## src/hw/rtl/scclk_pkg.sv

```systemverilog
// ----------------------------------------------------------------------------
// Sector cache clock replacement package
// Sizes, operation codes, sequencer states and the result push record.
// ----------------------------------------------------------------------------
package scclk_pkg;

   localparam int ENTRIES      = 64;
   localparam int SECTOR_BYTES = 512;
   localparam int SECTOR_BITS  = 32;

   localparam int IDX_W     = $clog2(ENTRIES);
   localparam int TAG_W     = SECTOR_BITS;
   localparam int SEC_SHIFT = $clog2(SECTOR_BYTES);

   localparam int OP_W     = 2;
   localparam int SECTOR_W = 32;
   localparam int OFFSET_W = 9;
   localparam int LENGTH_W = 10;
   localparam int ENTRY_W  = 6;
   localparam int ADDR_W   = 15;

   localparam logic [OP_W-1:0] OP_READ  = 2'd0;
   localparam logic [OP_W-1:0] OP_WRITE = 2'd1;
   localparam logic [OP_W-1:0] OP_FLUSH = 2'd2;
   localparam logic [OP_W-1:0] OP_NONE  = 2'd3;

   typedef enum logic [2:0] {
      S_IDLE,
      S_LOOK,
      S_FLUSH,
      S_SWEEP,
      S_VICTIM,
      S_FILL,
      S_EMIT
   } state_type;

   typedef struct packed {
      logic                valid;
      logic                hit;
      logic [ENTRY_W-1:0]  entry;
      logic                fill;
      logic                wb;
      logic [SECTOR_W-1:0] wb_sector;
      logic [ADDR_W-1:0]   addr;
      logic [LENGTH_W-1:0] len;
      logic                last;
   } push_type;

endpackage

```

## src/hw/rtl/scclk_if.sv

```systemverilog
// ----------------------------------------------------------------------------
// Sector cache clock replacement channels
// Request and response valid/ready channels with their payload.
// ----------------------------------------------------------------------------
interface scclk_req_if;
   logic                          valid;
   logic                          ready;
   logic [scclk_pkg::OP_W-1:0]     operation;
   logic [scclk_pkg::SECTOR_W-1:0] sector;
   logic [scclk_pkg::OFFSET_W-1:0] offset;
   logic [scclk_pkg::LENGTH_W-1:0] length;

   modport source (output valid, operation, sector, offset, length, input ready);
   modport sink   (input valid, operation, sector, offset, length, output ready);
endinterface

interface scclk_rsp_if;
   logic                          valid;
   logic                          ready;
   logic                          hit;
   logic [scclk_pkg::ENTRY_W-1:0]  entry;
   logic                          fill_needed;
   logic                          writeback_needed;
   logic [scclk_pkg::SECTOR_W-1:0] writeback_sector;
   logic [scclk_pkg::ADDR_W-1:0]   data_address;
   logic [scclk_pkg::LENGTH_W-1:0] copy_length;
   logic                          last;

   modport source (output valid, hit, entry, fill_needed, writeback_needed,
                   writeback_sector, data_address, copy_length, last,
                   input ready);
   modport sink   (input valid, hit, entry, fill_needed, writeback_needed,
                   writeback_sector, data_address, copy_length, last,
                   output ready);
endinterface

```

## src/hw/rtl/scclk_tag_ram.sv

```systemverilog
// ----------------------------------------------------------------------------
// Sector cache tag memory
// One write port, one read port with registered read data.
// ----------------------------------------------------------------------------
module scclk_tag_ram (
   input  logic                        clock,
   input  logic                        wr_en,
   input  logic [scclk_pkg::IDX_W-1:0] wr_addr,
   input  logic [scclk_pkg::TAG_W-1:0] wr_data,
   input  logic                        rd_en,
   input  logic [scclk_pkg::IDX_W-1:0] rd_addr,
   output logic [scclk_pkg::TAG_W-1:0] rd_data
);

   logic [scclk_pkg::TAG_W-1:0] mem [scclk_pkg::ENTRIES];
   logic [scclk_pkg::TAG_W-1:0] rd_data_ff;

   always_ff @(posedge clock) begin
      if (wr_en) begin
         mem[wr_addr] <= wr_data;
      end
      if (rd_en) begin
         rd_data_ff <= mem[rd_addr];
      end
   end

   assign rd_data = rd_data_ff;

endmodule

```

## src/hw/rtl/scclk_engine.sv

```systemverilog
// ----------------------------------------------------------------------------
// Sector cache lookup and replacement sequencer
// Scans tags through one compare stage, runs the clock sweep and the flush
// scan, keeps the entry status bits and the hand, and pushes result items.
// ----------------------------------------------------------------------------
module scclk_engine (
   input  logic                 clock,
   input  logic                 reset,
   scclk_req_if.sink            req,
   input  logic                 out_free,
   output scclk_pkg::push_type  push
);

   localparam logic [scclk_pkg::IDX_W-1:0] LAST_IDX = scclk_pkg::IDX_W'(scclk_pkg::ENTRIES - 1);

   scclk_pkg::state_type state_ff, state_in;

   logic [scclk_pkg::OP_W-1:0]     op_ff, op_in;
   logic [scclk_pkg::TAG_W-1:0]    sec_ff, sec_in;
   logic [scclk_pkg::OFFSET_W-1:0] off_ff, off_in;
   logic [scclk_pkg::LENGTH_W-1:0] len_ff, len_in;

   logic [scclk_pkg::IDX_W-1:0] rd_idx_ff, rd_idx_in;
   logic                        rd_done_ff, rd_done_in;
   logic                        cmp_vld_ff, cmp_vld_in;
   logic [scclk_pkg::IDX_W-1:0] cmp_idx_ff, cmp_idx_in;

   logic [scclk_pkg::ENTRIES-1:0] valid_ff, valid_in;
   logic [scclk_pkg::ENTRIES-1:0] dirty_ff, dirty_in;
   logic [scclk_pkg::ENTRIES-1:0] ref_ff, ref_in;
   logic [scclk_pkg::IDX_W-1:0]   hand_ff, hand_in;
   logic [scclk_pkg::IDX_W-1:0]   victim_ff, victim_in;

   logic                           pend_vld_ff, pend_vld_in;
   logic                           pend_hit_ff, pend_hit_in;
   logic [scclk_pkg::IDX_W-1:0]    pend_entry_ff, pend_entry_in;
   logic                           pend_fill_ff, pend_fill_in;
   logic                           pend_wb_ff, pend_wb_in;
   logic [scclk_pkg::TAG_W-1:0]    pend_wbsec_ff, pend_wbsec_in;
   logic [scclk_pkg::OFFSET_W-1:0] pend_off_ff, pend_off_in;
   logic [scclk_pkg::LENGTH_W-1:0] pend_len_ff, pend_len_in;

   logic                        accept;
   logic                        scanning;
   logic                        hit_now;
   logic                        dirty_now;
   logic                        last_cmp;
   logic                        stall;
   logic                        rd_en;
   logic [scclk_pkg::IDX_W-1:0] rd_addr;
   logic                        wr_en;
   logic [scclk_pkg::TAG_W-1:0] tag_q;
   logic                        do_push;
   logic [scclk_pkg::IDX_W-1:0] hand_next;

   scclk_tag_ram u_tag_ram (
      .clock   (clock),
      .wr_en   (wr_en),
      .wr_addr (victim_ff),
      .wr_data (sec_ff),
      .rd_en   (rd_en),
      .rd_addr (rd_addr),
      .rd_data (tag_q)
   );

   assign accept    = req.valid && req.ready;
   assign hand_next = (hand_ff == LAST_IDX) ? '0 : hand_ff + 1'b1;
   assign hit_now   = cmp_vld_ff && valid_ff[cmp_idx_ff] && (tag_q == sec_ff);
   assign dirty_now = cmp_vld_ff && valid_ff[cmp_idx_ff] && dirty_ff[cmp_idx_ff];
   assign last_cmp  = cmp_vld_ff && (cmp_idx_ff == LAST_IDX);

   // next state
   always_comb begin
      state_in = state_ff;
      case (state_ff)
         scclk_pkg::S_IDLE: begin
            if (accept) begin
               case (req.operation)
                  scclk_pkg::OP_READ, scclk_pkg::OP_WRITE: state_in = scclk_pkg::S_LOOK;
                  scclk_pkg::OP_FLUSH: state_in = scclk_pkg::S_FLUSH;
                  default: state_in = scclk_pkg::S_IDLE;
               endcase
            end
         end
         scclk_pkg::S_LOOK: begin
            if (hit_now) begin
               state_in = scclk_pkg::S_EMIT;
            end else if (last_cmp) begin
               state_in = scclk_pkg::S_SWEEP;
            end
         end
         scclk_pkg::S_FLUSH: begin
            if (last_cmp && !stall) begin
               state_in = (pend_vld_ff || dirty_now) ? scclk_pkg::S_EMIT : scclk_pkg::S_IDLE;
            end
         end
         scclk_pkg::S_SWEEP: begin
            if (!(valid_ff[hand_ff] && ref_ff[hand_ff])) begin
               state_in = scclk_pkg::S_VICTIM;
            end
         end
         scclk_pkg::S_VICTIM: state_in = scclk_pkg::S_FILL;
         scclk_pkg::S_FILL:   state_in = scclk_pkg::S_EMIT;
         scclk_pkg::S_EMIT: begin
            if (out_free) begin
               state_in = scclk_pkg::S_IDLE;
            end
         end
         default: state_in = scclk_pkg::S_IDLE;
      endcase
   end

   // control outputs
   always_comb begin
      scanning  = (state_ff == scclk_pkg::S_LOOK) || (state_ff == scclk_pkg::S_FLUSH);
      stall     = (state_ff == scclk_pkg::S_FLUSH) && dirty_now && pend_vld_ff && !out_free;
      req.ready = (state_ff == scclk_pkg::S_IDLE);
      wr_en     = (state_ff == scclk_pkg::S_FILL);
      rd_en     = 1'b0;
      rd_addr   = rd_idx_ff;
      do_push   = 1'b0;
      case (state_ff)
         scclk_pkg::S_LOOK: rd_en = !rd_done_ff;
         scclk_pkg::S_FLUSH: begin
            rd_en   = !rd_done_ff && !stall;
            do_push = dirty_now && pend_vld_ff && out_free;
         end
         scclk_pkg::S_VICTIM: begin
            rd_en   = 1'b1;
            rd_addr = victim_ff;
         end
         scclk_pkg::S_EMIT: do_push = out_free;
         default: rd_en = 1'b0;
      endcase
   end

   // datapath next values
   always_comb begin
      op_in         = op_ff;
      sec_in        = sec_ff;
      off_in        = off_ff;
      len_in        = len_ff;
      rd_idx_in     = rd_idx_ff;
      rd_done_in    = rd_done_ff;
      cmp_vld_in    = cmp_vld_ff;
      cmp_idx_in    = cmp_idx_ff;
      valid_in      = valid_ff;
      dirty_in      = dirty_ff;
      ref_in        = ref_ff;
      hand_in       = hand_ff;
      victim_in     = victim_ff;
      pend_vld_in   = pend_vld_ff;
      pend_hit_in   = pend_hit_ff;
      pend_entry_in = pend_entry_ff;
      pend_fill_in  = pend_fill_ff;
      pend_wb_in    = pend_wb_ff;
      pend_wbsec_in = pend_wbsec_ff;
      pend_off_in   = pend_off_ff;
      pend_len_in   = pend_len_ff;

      if (accept) begin
         op_in       = req.operation;
         sec_in      = scclk_pkg::TAG_W'(req.sector);
         off_in      = req.offset;
         len_in      = req.length;
         rd_idx_in   = '0;
         rd_done_in  = 1'b0;
         cmp_vld_in  = 1'b0;
         pend_vld_in = 1'b0;
      end

      // advance the read and compare stages
      if (scanning && !stall) begin
         cmp_vld_in = rd_en;
         if (rd_en) begin
            cmp_idx_in = rd_idx_ff;
            if (rd_idx_ff == LAST_IDX) begin
               rd_done_in = 1'b1;
            end else begin
               rd_idx_in = rd_idx_ff + 1'b1;
            end
         end
      end

      case (state_ff)
         scclk_pkg::S_LOOK: begin
            if (hit_now) begin
               ref_in[cmp_idx_ff] = 1'b1;
               if (op_ff == scclk_pkg::OP_WRITE) begin
                  dirty_in[cmp_idx_ff] = 1'b1;
               end
               pend_vld_in   = 1'b1;
               pend_hit_in   = 1'b1;
               pend_entry_in = cmp_idx_ff;
               pend_fill_in  = 1'b0;
               pend_wb_in    = 1'b0;
               pend_wbsec_in = '0;
               pend_off_in   = off_ff;
               pend_len_in   = len_ff;
            end
         end
         scclk_pkg::S_FLUSH: begin
            if (dirty_now && !stall) begin
               dirty_in[cmp_idx_ff] = 1'b0;
               pend_vld_in   = 1'b1;
               pend_hit_in   = 1'b0;
               pend_entry_in = cmp_idx_ff;
               pend_fill_in  = 1'b0;
               pend_wb_in    = 1'b1;
               pend_wbsec_in = tag_q;
               pend_off_in   = '0;
               pend_len_in   = '0;
            end
         end
         scclk_pkg::S_SWEEP: begin
            hand_in = hand_next;
            if (valid_ff[hand_ff] && ref_ff[hand_ff]) begin
               ref_in[hand_ff] = 1'b0;
            end else begin
               victim_in = hand_ff;
            end
         end
         scclk_pkg::S_FILL: begin
            pend_vld_in   = 1'b1;
            pend_hit_in   = 1'b0;
            pend_entry_in = victim_ff;
            pend_fill_in  = 1'b1;
            pend_wb_in    = valid_ff[victim_ff] && dirty_ff[victim_ff];
            pend_wbsec_in = (valid_ff[victim_ff] && dirty_ff[victim_ff]) ? tag_q : '0;
            pend_off_in   = off_ff;
            pend_len_in   = len_ff;
            valid_in[victim_ff] = 1'b1;
            ref_in[victim_ff]   = 1'b1;
            dirty_in[victim_ff] = (op_ff == scclk_pkg::OP_WRITE);
         end
         scclk_pkg::S_EMIT: begin
            if (out_free) begin
               pend_vld_in = 1'b0;
            end
         end
         default: hand_in = hand_ff;
      endcase
   end

   always_comb begin
      push.valid     = do_push;
      push.hit       = pend_hit_ff;
      push.entry     = scclk_pkg::ENTRY_W'(pend_entry_ff);
      push.fill      = pend_fill_ff;
      push.wb        = pend_wb_ff;
      push.wb_sector = scclk_pkg::SECTOR_W'(pend_wbsec_ff);
      push.addr      = (scclk_pkg::ADDR_W'(pend_entry_ff) << scclk_pkg::SEC_SHIFT)
                       + scclk_pkg::ADDR_W'(pend_off_ff);
      push.len       = pend_len_ff;
      push.last      = (state_ff == scclk_pkg::S_EMIT);
   end

   always_ff @(posedge clock) begin
      if (reset) begin
         state_ff    <= scclk_pkg::S_IDLE;
         rd_done_ff  <= 1'b0;
         cmp_vld_ff  <= 1'b0;
         pend_vld_ff <= 1'b0;
         valid_ff    <= '0;
         dirty_ff    <= '0;
         ref_ff      <= '0;
         hand_ff     <= '0;
      end else begin
         state_ff    <= state_in;
         rd_done_ff  <= rd_done_in;
         cmp_vld_ff  <= cmp_vld_in;
         pend_vld_ff <= pend_vld_in;
         valid_ff    <= valid_in;
         dirty_ff    <= dirty_in;
         ref_ff      <= ref_in;
         hand_ff     <= hand_in;
      end
      op_ff         <= op_in;
      sec_ff        <= sec_in;
      off_ff        <= off_in;
      len_ff        <= len_in;
      rd_idx_ff     <= rd_idx_in;
      cmp_idx_ff    <= cmp_idx_in;
      victim_ff     <= victim_in;
      pend_hit_ff   <= pend_hit_in;
      pend_entry_ff <= pend_entry_in;
      pend_fill_ff  <= pend_fill_in;
      pend_wb_ff    <= pend_wb_in;
      pend_wbsec_ff <= pend_wbsec_in;
      pend_off_ff   <= pend_off_in;
      pend_len_ff   <= pend_len_in;
   end

endmodule

```

## src/hw/rtl/sector_cache_clock_replacement.sv

```systemverilog
// Sequence: a hit on entry k ends the tag scan there and its item is pushed from
// the emit state; a miss scans all 64 tags, sweeps one entry a cycle and then
// passes the victim, fill and emit states. A flush scans 64 tags plus output stalls.
// Throughput: one request at a time, set by the sequencer, which is ready only when idle.
// Reset: synchronous; clears valid, dirty and reference bits and the clock hand.
// Tags hold no value until their entry is filled.
// ----------------------------------------------------------------------------
// Sector cache clock replacement
// Tag and clock replacement engine of a fully associative sector cache with a
// registered response stage.
// ----------------------------------------------------------------------------
module sector_cache_clock_replacement (
   input  logic       clock,
   input  logic       reset,
   scclk_req_if.sink  req,
   scclk_rsp_if.source rsp
);

   scclk_pkg::push_type push;
   logic                out_free;

   logic                          rsp_valid_ff, rsp_valid_in;
   logic                          rsp_hit_ff;
   logic [scclk_pkg::ENTRY_W-1:0]  rsp_entry_ff;
   logic                          rsp_fill_ff;
   logic                          rsp_wb_ff;
   logic [scclk_pkg::SECTOR_W-1:0] rsp_wbsec_ff;
   logic [scclk_pkg::ADDR_W-1:0]   rsp_addr_ff;
   logic [scclk_pkg::LENGTH_W-1:0] rsp_len_ff;
   logic                          rsp_last_ff;

   scclk_engine u_engine (
      .clock    (clock),
      .reset    (reset),
      .req      (req),
      .out_free (out_free),
      .push     (push)
   );

   assign out_free = !rsp_valid_ff || rsp.ready;

   always_comb begin
      rsp_valid_in = rsp_valid_ff;
      if (push.valid) begin
         rsp_valid_in = 1'b1;
      end else if (rsp.ready) begin
         rsp_valid_in = 1'b0;
      end
   end

   always_ff @(posedge clock) begin
      if (reset) begin
         rsp_valid_ff <= 1'b0;
      end else begin
         rsp_valid_ff <= rsp_valid_in;
      end
      if (push.valid) begin
         rsp_hit_ff   <= push.hit;
         rsp_entry_ff <= push.entry;
         rsp_fill_ff  <= push.fill;
         rsp_wb_ff    <= push.wb;
         rsp_wbsec_ff <= push.wb_sector;
         rsp_addr_ff  <= push.addr;
         rsp_len_ff   <= push.len;
         rsp_last_ff  <= push.last;
      end
   end

   assign rsp.valid            = rsp_valid_ff;
   assign rsp.hit              = rsp_hit_ff;
   assign rsp.entry            = rsp_entry_ff;
   assign rsp.fill_needed      = rsp_fill_ff;
   assign rsp.writeback_needed = rsp_wb_ff;
   assign rsp.writeback_sector = rsp_wbsec_ff;
   assign rsp.data_address     = rsp_addr_ff;
   assign rsp.copy_length      = rsp_len_ff;
   assign rsp.last             = rsp_last_ff;

endmodule
```

## src/flat_wrapper.sv

```systemverilog
// flat-port wrapper written by rule: the top's interface ports become plain ports
module sector_cache_clock_replacement_flat 
  (clock, reset, req_valid, req_operation, req_sector, req_offset, req_length, req_ready, rsp_valid, rsp_hit, rsp_entry, rsp_fill_needed, rsp_writeback_needed, rsp_writeback_sector, rsp_data_address, rsp_copy_length, rsp_last, rsp_ready);
  scclk_req_if req_i ();
  scclk_rsp_if rsp_i ();
  input  logic clock;
  input  logic reset;
  input wire logic [$bits(req_i.valid)-1:0] req_valid;
  input wire logic [$bits(req_i.operation)-1:0] req_operation;
  input wire logic [$bits(req_i.sector)-1:0] req_sector;
  input wire logic [$bits(req_i.offset)-1:0] req_offset;
  input wire logic [$bits(req_i.length)-1:0] req_length;
  output wire logic [$bits(req_i.ready)-1:0] req_ready;
  output wire logic [$bits(rsp_i.valid)-1:0] rsp_valid;
  output wire logic [$bits(rsp_i.hit)-1:0] rsp_hit;
  output wire logic [$bits(rsp_i.entry)-1:0] rsp_entry;
  output wire logic [$bits(rsp_i.fill_needed)-1:0] rsp_fill_needed;
  output wire logic [$bits(rsp_i.writeback_needed)-1:0] rsp_writeback_needed;
  output wire logic [$bits(rsp_i.writeback_sector)-1:0] rsp_writeback_sector;
  output wire logic [$bits(rsp_i.data_address)-1:0] rsp_data_address;
  output wire logic [$bits(rsp_i.copy_length)-1:0] rsp_copy_length;
  output wire logic [$bits(rsp_i.last)-1:0] rsp_last;
  input wire logic [$bits(rsp_i.ready)-1:0] rsp_ready;
  assign req_i.valid = req_valid;
  assign req_i.operation = req_operation;
  assign req_i.sector = req_sector;
  assign req_i.offset = req_offset;
  assign req_i.length = req_length;
  assign req_ready = req_i.ready;
  assign rsp_valid = rsp_i.valid;
  assign rsp_hit = rsp_i.hit;
  assign rsp_entry = rsp_i.entry;
  assign rsp_fill_needed = rsp_i.fill_needed;
  assign rsp_writeback_needed = rsp_i.writeback_needed;
  assign rsp_writeback_sector = rsp_i.writeback_sector;
  assign rsp_data_address = rsp_i.data_address;
  assign rsp_copy_length = rsp_i.copy_length;
  assign rsp_last = rsp_i.last;
  assign rsp_i.ready = rsp_ready;
  sector_cache_clock_replacement u_core (.clock(clock), .reset(reset), .req(req_i), .rsp(rsp_i));
endmodule
```

## config.mk

```make
export PLATFORM = sky130hd
export DESIGN_NAME = sector_cache_clock_replacement_flat
export DESIGN_NICKNAME = d
export VERILOG_FILES = /design/src/hw/rtl/scclk_pkg.sv /design/src/hw/rtl/scclk_if.sv /design/src/hw/rtl/scclk_tag_ram.sv /design/src/hw/rtl/scclk_engine.sv /design/src/hw/rtl/sector_cache_clock_replacement.sv /design/src/flat_wrapper.sv
export SDC_FILE = /design/constraint.sdc
export NUM_CORES = 2
export LEC_CHECK = 0
export ABC_CLOCK_PERIOD_IN_PS = 9800
export BUFFER_PORTS_ARGS = -buffer_cell sky130_fd_sc_hd__buf_2
export CORE_AREA = 4 4 449 451
export DETAILED_ROUTE_END_ITERATION = 12
export DIE_AREA = 0 0 453 455
export GPL_TIMING_DRIVEN = 1
export PLACE_DENSITY = 0.66
export SYNTH_ARGS = -nofsm -noshare
export SYNTH_HDL_FRONTEND = slang
export SYNTH_SLANG_ARGS = --single-unit
export TNS_END_PERCENT = 30
```

## constraint.sdc

```tcl
create_clock -name clock -period 9.8 [get_ports clock]
set_clock_uncertainty 0.05 [all_clocks]
set_input_delay 1.47 -clock clock [delete_from_list [all_inputs] [get_ports clock]]
set_output_delay 1.47 -clock clock [all_outputs]
set_load 0.02 [all_outputs]
```

# ---- Yosys cells after proc, flatten, opt, wreduce, memory -nomap -nowiden
# Memories as Yosys holds them, arrays and structs flattened. A register that Yosys moved wholly into a read port is not among the register bits.
# Index checks and enable logic that the tools add are counted.
dict set report op_classes {
  addsub 3
  mul 0
  div_mod_pow 0
  n_lt_le_gt_ge 6
  eq_ne 22
  shift 0
  n_mux 78
  bitwise 9
  n_reduce_logical 39
}
# cell n
set op_table {}
lappend op_table {{$pmux 64 s3} 2}
lappend op_table {{$mux 64} 5}
lappend op_table {{$or 64x64->64} 4}
lappend op_table {{$and 64x64->64} 2}
lappend op_table {{$not 64->64} 2}
lappend op_table {{$mux 32} 3}
lappend op_table {{$pmux 32 s3} 1}
lappend op_table {{$bwmux 64} 1}
lappend op_table {{$mux 6} 8}
lappend op_table {{$bmux 1 s6} 6}
lappend op_table {{$eq 32x32->1} 1}
lappend op_table {{$pmux 10 s3} 1}
lappend op_table {{$mux 1} 27}
lappend op_table {{$pmux 9 s3} 1}
lappend op_table {{$lt 6x7->1 const B} 3}
lappend op_table {{$mux 3} 7}
lappend op_table {{$pmux 3 s7} 1}
lappend op_table {{$mux 10} 2}
lappend op_table {{$logic_and 1x1->1} 19}
lappend op_table {{$demux 1 s6} 3}
lappend op_table {{$eq 6x6->1 const B} 3}
lappend op_table {{$ge 6x1->1 const B} 3}
lappend op_table {{$mux 9} 2}
lappend op_table {{$pmux 6 s3} 1}
lappend op_table {{other kinds (26)} 49}
dict set report word_totals {
  ff_bits 403
  latchBits 0
  mem_bits_rw 2048
  romBits 0
  in_bits 57
  output_inout_bits 69
  word_cells 189
  n_memories 1
}
# memory depth word_bits read_ports rd_ports_with_merged_regs write_ports line
set mem_list {}
lappend mem_list {u_core.u_engine.u_tag_ram.mem 64 32 1 1 1 scclk_tag_ram.sv:15} ;# logic [scclk_pkg::TAG_W-1:0] mem [scclk_pkg::ENTRIES];

# ---- Longest topological paths before layout
dict set report depth {
  ltp_word 12
  mapped_depth 12
  mapped_depth_nobuf 8
}

# ---- Cells and area by module
# Synthesis repeated with hierarchy kept, for this count alone.
dict set report hier_totals {
  cells_unflattened 5278
  area_unflattened_um2 98922.4
}
# mod instances cells_per_inst area_each_um2 seq_area_each_um2
set by_module_without_submodules {}
lappend by_module_without_submodules {scclk_tag_ram 1 3324 78840.6 62459.9}
lappend by_module_without_submodules {scclk_engine 1 1883 18023.5 7957.6}
lappend by_module_without_submodules {sector_cache_clock_replacement 1 71 2058.2 2031.9}

# ---- Worst setup path after synthesis
# OpenSTA, ideal clock, no wires.
dict set report synth_path {
  path_type {flip-flop to flip-flop}
  startpoint {register u_core.u_engine.cmp_idx_ff[0] (netlist name)}
  endpoint {register u_core.rsp_len_ff, in the netlist u_core.rsp.copy_length[0], enable pin}
  setup_time_ns 0.480
  arrival_time_ns 4.474
  t_required_ns 9.270
  path_slack_ns 4.796
  path_stages_with_launch 11
  n_path_buf 2
  synth_period_minus_slack_ns 5.004
  cell_sequence {edfxtp_1 > buf_6 > buf_8 > or3b_1 > a211oi_1 > a311oi_1 > nand4_2 > o21ai_2 > nor3_1 > a21oi_1 > nor2_1}
}
# element line
set synth_rtl {}
lappend synth_rtl {{start, declared} scclk_engine.sv:26} ;# logic [scclk_pkg::IDX_W-1:0] cmp_idx_ff, cmp_idx_in;
lappend synth_rtl {{start signal, assigned} scclk_engine.sv:283} ;# cmp_idx_ff <= cmp_idx_in;
lappend synth_rtl {{end signal, assigned} sector_cache_clock_replacement.sv:64} ;# rsp_len_ff <= push.len;
lappend synth_rtl {{end, declared} sector_cache_clock_replacement.sv:29} ;# logic [scclk_pkg::LENGTH_W-1:0] rsp_len_ff;

# ---- Final worst setup path
dict set report layout_path {
  startpoint {register u_core.u_engine.sec_ff[16] (netlist name)}
  endpoint {register u_core.u_engine.ref_ff[0] (netlist name)}
}
dict set report layout_via {
  elab_chain_cells 4
}
# element line
set layout_lines {}
lappend layout_lines {{start, declared} scclk_engine.sv:19} ;# logic [scclk_pkg::TAG_W-1:0] sec_ff, sec_in;
lappend layout_lines {{start signal, assigned} scclk_engine.sv:279} ;# sec_ff <= sec_in;
lappend layout_lines {{$eq 32x32->1} scclk_engine.sv:68} ;# assign hit_now = cmp_vld_ff && valid_ff[cmp_idx_ff] && (tag_q == sec_ff);
lappend layout_lines {{$logic_and 1x1->1} scclk_engine.sv:68}
lappend layout_lines {{$ne 2x2->1 (no source line)} n/a}
lappend layout_lines {{$reduce_and 3->1 (no source line)} n/a}
lappend layout_lines {{end signal, assigned} scclk_engine.sv:275} ;# ref_ff <= ref_in;
lappend layout_lines {{end, declared} scclk_engine.sv:30} ;# logic [scclk_pkg::ENTRIES-1:0] ref_ff, ref_in;
# No other way between the ends.
# A chain may end at the register's enable or synchronous reset.

==> results.json <==
{
  "p_per_area_nw_per_um2": 253,
  "route.detailed.drc": 0,
  "startpoint_type": "flip-flop",
  "synth_cell_type_count": 80,
  "drt_iter0_drc": 8522,
  "grt_usage_pct": 27.3,
  "syn_area_um2": 98400,
  "nNetsFinal": 5750,
  "seq_area_frac_synth_pct": 73.4,
  "cp_slowest_cell": "nor4_1",
  "p_comb_share_pct": 22.4,
  "period_needed_ns": 5.99,
  "die_h_um": 455,
  "via_per_inst": 6.53,
  "io_buffer_count": 125,
  "drive_above_1_share_pct": 22.5,
  "drt-total-wl_um": 283000,
  "start_util_pct": 49.9,
  "synth_commonest_cells": "edfxtp_1, mux4_2, nand2_1, nor2_1, clkbuf_1",
  "cts_made_buffers": 235,
  "critPathArrivalTime_ns": 6.69,
  "postRouteAntennaNets": 0,
  "crit_chain": "buf_4, xor2_1, nor4_1, nand4_1, nor2_1, o211ai_2, o21ai_2, buf_4, nand2_2, o21ai_0",
  "ys.flop_type": "edfxtp_1",
  "first_global_vias": 55200,
  "placed_cell_area_um2": 103000,
  "synth_edf_count": 2266,
  "setup_viol": 0,
  "dp_hpwl_um": 156000,
  "synth_largest_area_cell": "edfxtp_1",
  "switching_power_mw": 8.22,
  "synth_seq_cells": 2477,
  "synth.most_common_cell": "edfxtp_1",
  "ioPinCount": 126,
  "holdBufCountCts": 0,
  "cpPeakStageDelay_ns": 0.92,
  "synthTopCellsByArea": "edfxtp_1, mux4_2, dfxtp_1, nand2_1, mux2i_1",
  "synth_nets": 5553,
  "cts_sinks": 2477,
  "globalRouteOverflowTotal": 0,
  "htreeDepth": 4,
  "netlist_instances": 5494,
  "std_cell_rows": 163,
  "root_buffer": "clkbuf_16",
  "fin_tns_setup_ns": 0,
  "switching_share_pct": 29.4,
  "synthArstFlopShare_pct": 0,
  "synth_top_area_share_pct": 69.1,
  "gp_congestion": 0.969,
  "required_ns": 10.50,
  "drt_pre_antenna_iters": 9,
  "pwr-share-clk_pct": 32.8,
  "yosysWarnings": 0,
  "ctsLongestPathBuffers": 3,
  "max_slew_margin_pct": 0.0649,
  "worstSkewPairLatency_ns": 0.88,
  "cts_resized": 0,
  "peakVddDrop_v": 0.000303,
  "cts.clk_slew.worst_paths_ns": 0.06,
  "fin_crit_sh_pct": 61.1,
  "die_w_um": 453,
  "antenna_found_initial": 5,
  "slew_violations": 0,
  "cp-end-kind": "flip-flop",
  "hold_viol": 0,
  "dieArea_um2": 206000,
  "core-area_um2": 197000,
  "grt_pass1_wl_um": 403000,
  "power.share.sequential_pct": 44.8,
  "status": "complete, but fails checks",
  "whs_ns": 0.353,
  "design_area_um2": 111000,
  "crit_type": "flip-flop to flip-flop",
  "path_max_fanout": 65,
  "grt_max_degree": 127,
  "wire_per_inst_um": 33.1,
  "internal_power_mw": 19.8,
  "rsz0062_at_grt": "false",
  "cpMostUsedCell": "buf_4",
  "syn_avg_cell_area_um2": 17.9,
  "dr_total_vias": 55700,
  "utilization_pct": 56.2,
  "cellLeakagePower_nw": 35.5,
  "hold_class": "flip-flop to flip-flop",
  "max_freq_mhz": 167,
  "worst_slew_pin_slew_ns": 1.50,
  "cts_tree": "done",
  "maxCapViolCount": 1,
  "syn_to_final_growth_pct": 12.6,
  "violations": "capacitance limit",
  "cts_setup_buffers": 0
}
-- cells in the final DEF (no fill, tap or decap), types with 9 or more instances in the layout --
cell type,instances
a21oi_1,94
a221oi_1,13
a22oi_1,27
a31oi_1,10
a32o_1,65
a32oi_1,33
buf_12,10
buf_2,125
buf_4,171
bufinv_16,27
clkbuf_1,33
clkbuf_16,236
clkinv_1,59
clkinv_2,47
clkinvlp_4,16
dfxtp_1,209
edfxtp_1,2266
inv_1,15
mux2_2,13
mux2i_1,137
mux4_2,549
nand2_1,546
nand3_1,134
nand3b_1,40
nand4_1,12
nor2_1,236
nor2_4,67
nor2b_1,68
nor3_1,24
o211ai_1,9
o21ai_0,203
o221ai_1,37
o22ai_1,68
o311ai_0,66
xor2_1,33
-- worst paths after layout --
path | start | to | slack (ns) | cells past startpoint
worst max-delay path | u_core.u_engine.sec_ff[16]$_DFFE_PP_ | u_core.u_engine.ref_ff[0]$_SDFFE_PP0P_ | 3.81 | 10
worst min-delay path | u_core.u_engine.pend_off_ff[4]$_SDFFCE_PP0P_ | u_core.rsp.data_address[4]$_DFFE_PP_ | 0.35 | 0
worst max register to register | u_core.u_engine.sec_ff[16]$_DFFE_PP_ | u_core.u_engine.ref_ff[0]$_SDFFE_PP0P_ | 3.81 | 10
worst min register to register | u_core.u_engine.pend_off_ff[4]$_SDFFCE_PP0P_ | u_core.rsp.data_address[4]$_DFFE_PP_ | 0.35 | 0
-- sequential cells by signal (all words and copies together), names as in the netlist, 2 cells and up --
signal	count
u_core.u_engine.pend_wbsec_ff	32
u_core.u_engine.cmp_idx_ff	6
u_core.u_engine.ref_ff	64
u_core.u_engine.dirty_ff	64
u_core.rsp.writeback_sector	32
u_core.rsp.copy_length	10
u_core.u_engine.len_ff	10
u_core.u_engine.state_ff	3
u_core.u_engine.pend_off_ff	9
u_core.u_engine.u_tag_ram.mem	2048
u_core.u_engine.hand_ff	6
u_core.u_engine.victim_ff	6
u_core.u_engine.pend_len_ff	10
u_core.u_engine.valid_ff	64
u_core.u_engine.rd_idx_ff	6
u_core.rsp.data_address	15
u_core.u_engine.u_tag_ram.rd_data	32
u_core.u_engine.off_ff	9
u_core.u_engine.op_ff	2
u_core.u_engine.sec_ff	32
u_core.u_engine.pend_entry_ff	6
-- kinds of logic (layout without fill, tap and decap cells) --
family          after synthesis  count (layout)  synth area share (%)
flops                      2477            2477                  73.4
xor+xnor                     36              36                 0.320
buf+inv                     367             766                  1.62
other cells                   0               2                     0
fa+ha+maj                     2               2                0.0254
simple gates               1203            1203                  5.40
compound gates              700             700                  4.93
mux                         709             709                  14.3
-- power groups by stage --
stage               Combinational (mW)  Clock, mW  Sequential [mW]
finish                            6.28       9.19             12.5
global route                      6.66       9.79             12.5
CTS                               6.32       9.30             12.5
detailed placement                6.30          0             12.8
global placement                  6.24          0             12.8
floorplan                         3.90          0             12.9
-- area by class of cell --
class                   count  area (um^2)
fillers                 14900        86400
flip-flops and latches   2477        72300
multi-input cells        2650        25200
clock buffers             270         6040
well taps                2640         3300
repair buffers            306         2110
clock inverters           169         1780
inverters                  21         78.8
diodes                      2         5.00
-- critical path: cells and delay by family (launching register included) --
kind	cells	cell delay [ns]
AND/OR/NAND/NOR	4	2.84
flip-flops	1	0.41
buffers and inverters	2	1.09
AO/OA/AOI/OAI	3	1.11
XOR/XNOR	1	0.16
-- metal layers --
layer | share of wire [%] | routed length (um) | global-route usage, % | up-vias
li1 | - | - | - | 22600
met1 | 38 | 108000 | 38.2 | 29000
met2 | 46 | 131000 | 41.7 | 3414
met3 | 10 | 28700 | 5.59 | 666
met4 | 5.2 | 14700 | 12.7 | 0
met5 | 0 | 0 | 0 | -
-- metrics by stage --
step / worst slack (ns) / total power [mW] / cells
final: 3.81 / 28.0 / 8535
after global routing: 3.41 / 29.0 / 8533
after CTS: 3.92 / 28.1 / 8533
after detailed placement: 3.98 / 19.1 / 8094
after global placement: 4.05 / 19.0 / 8094
after floorplan: 4.80 / 16.8 / 5494
(Power assumes the default switching activity.)
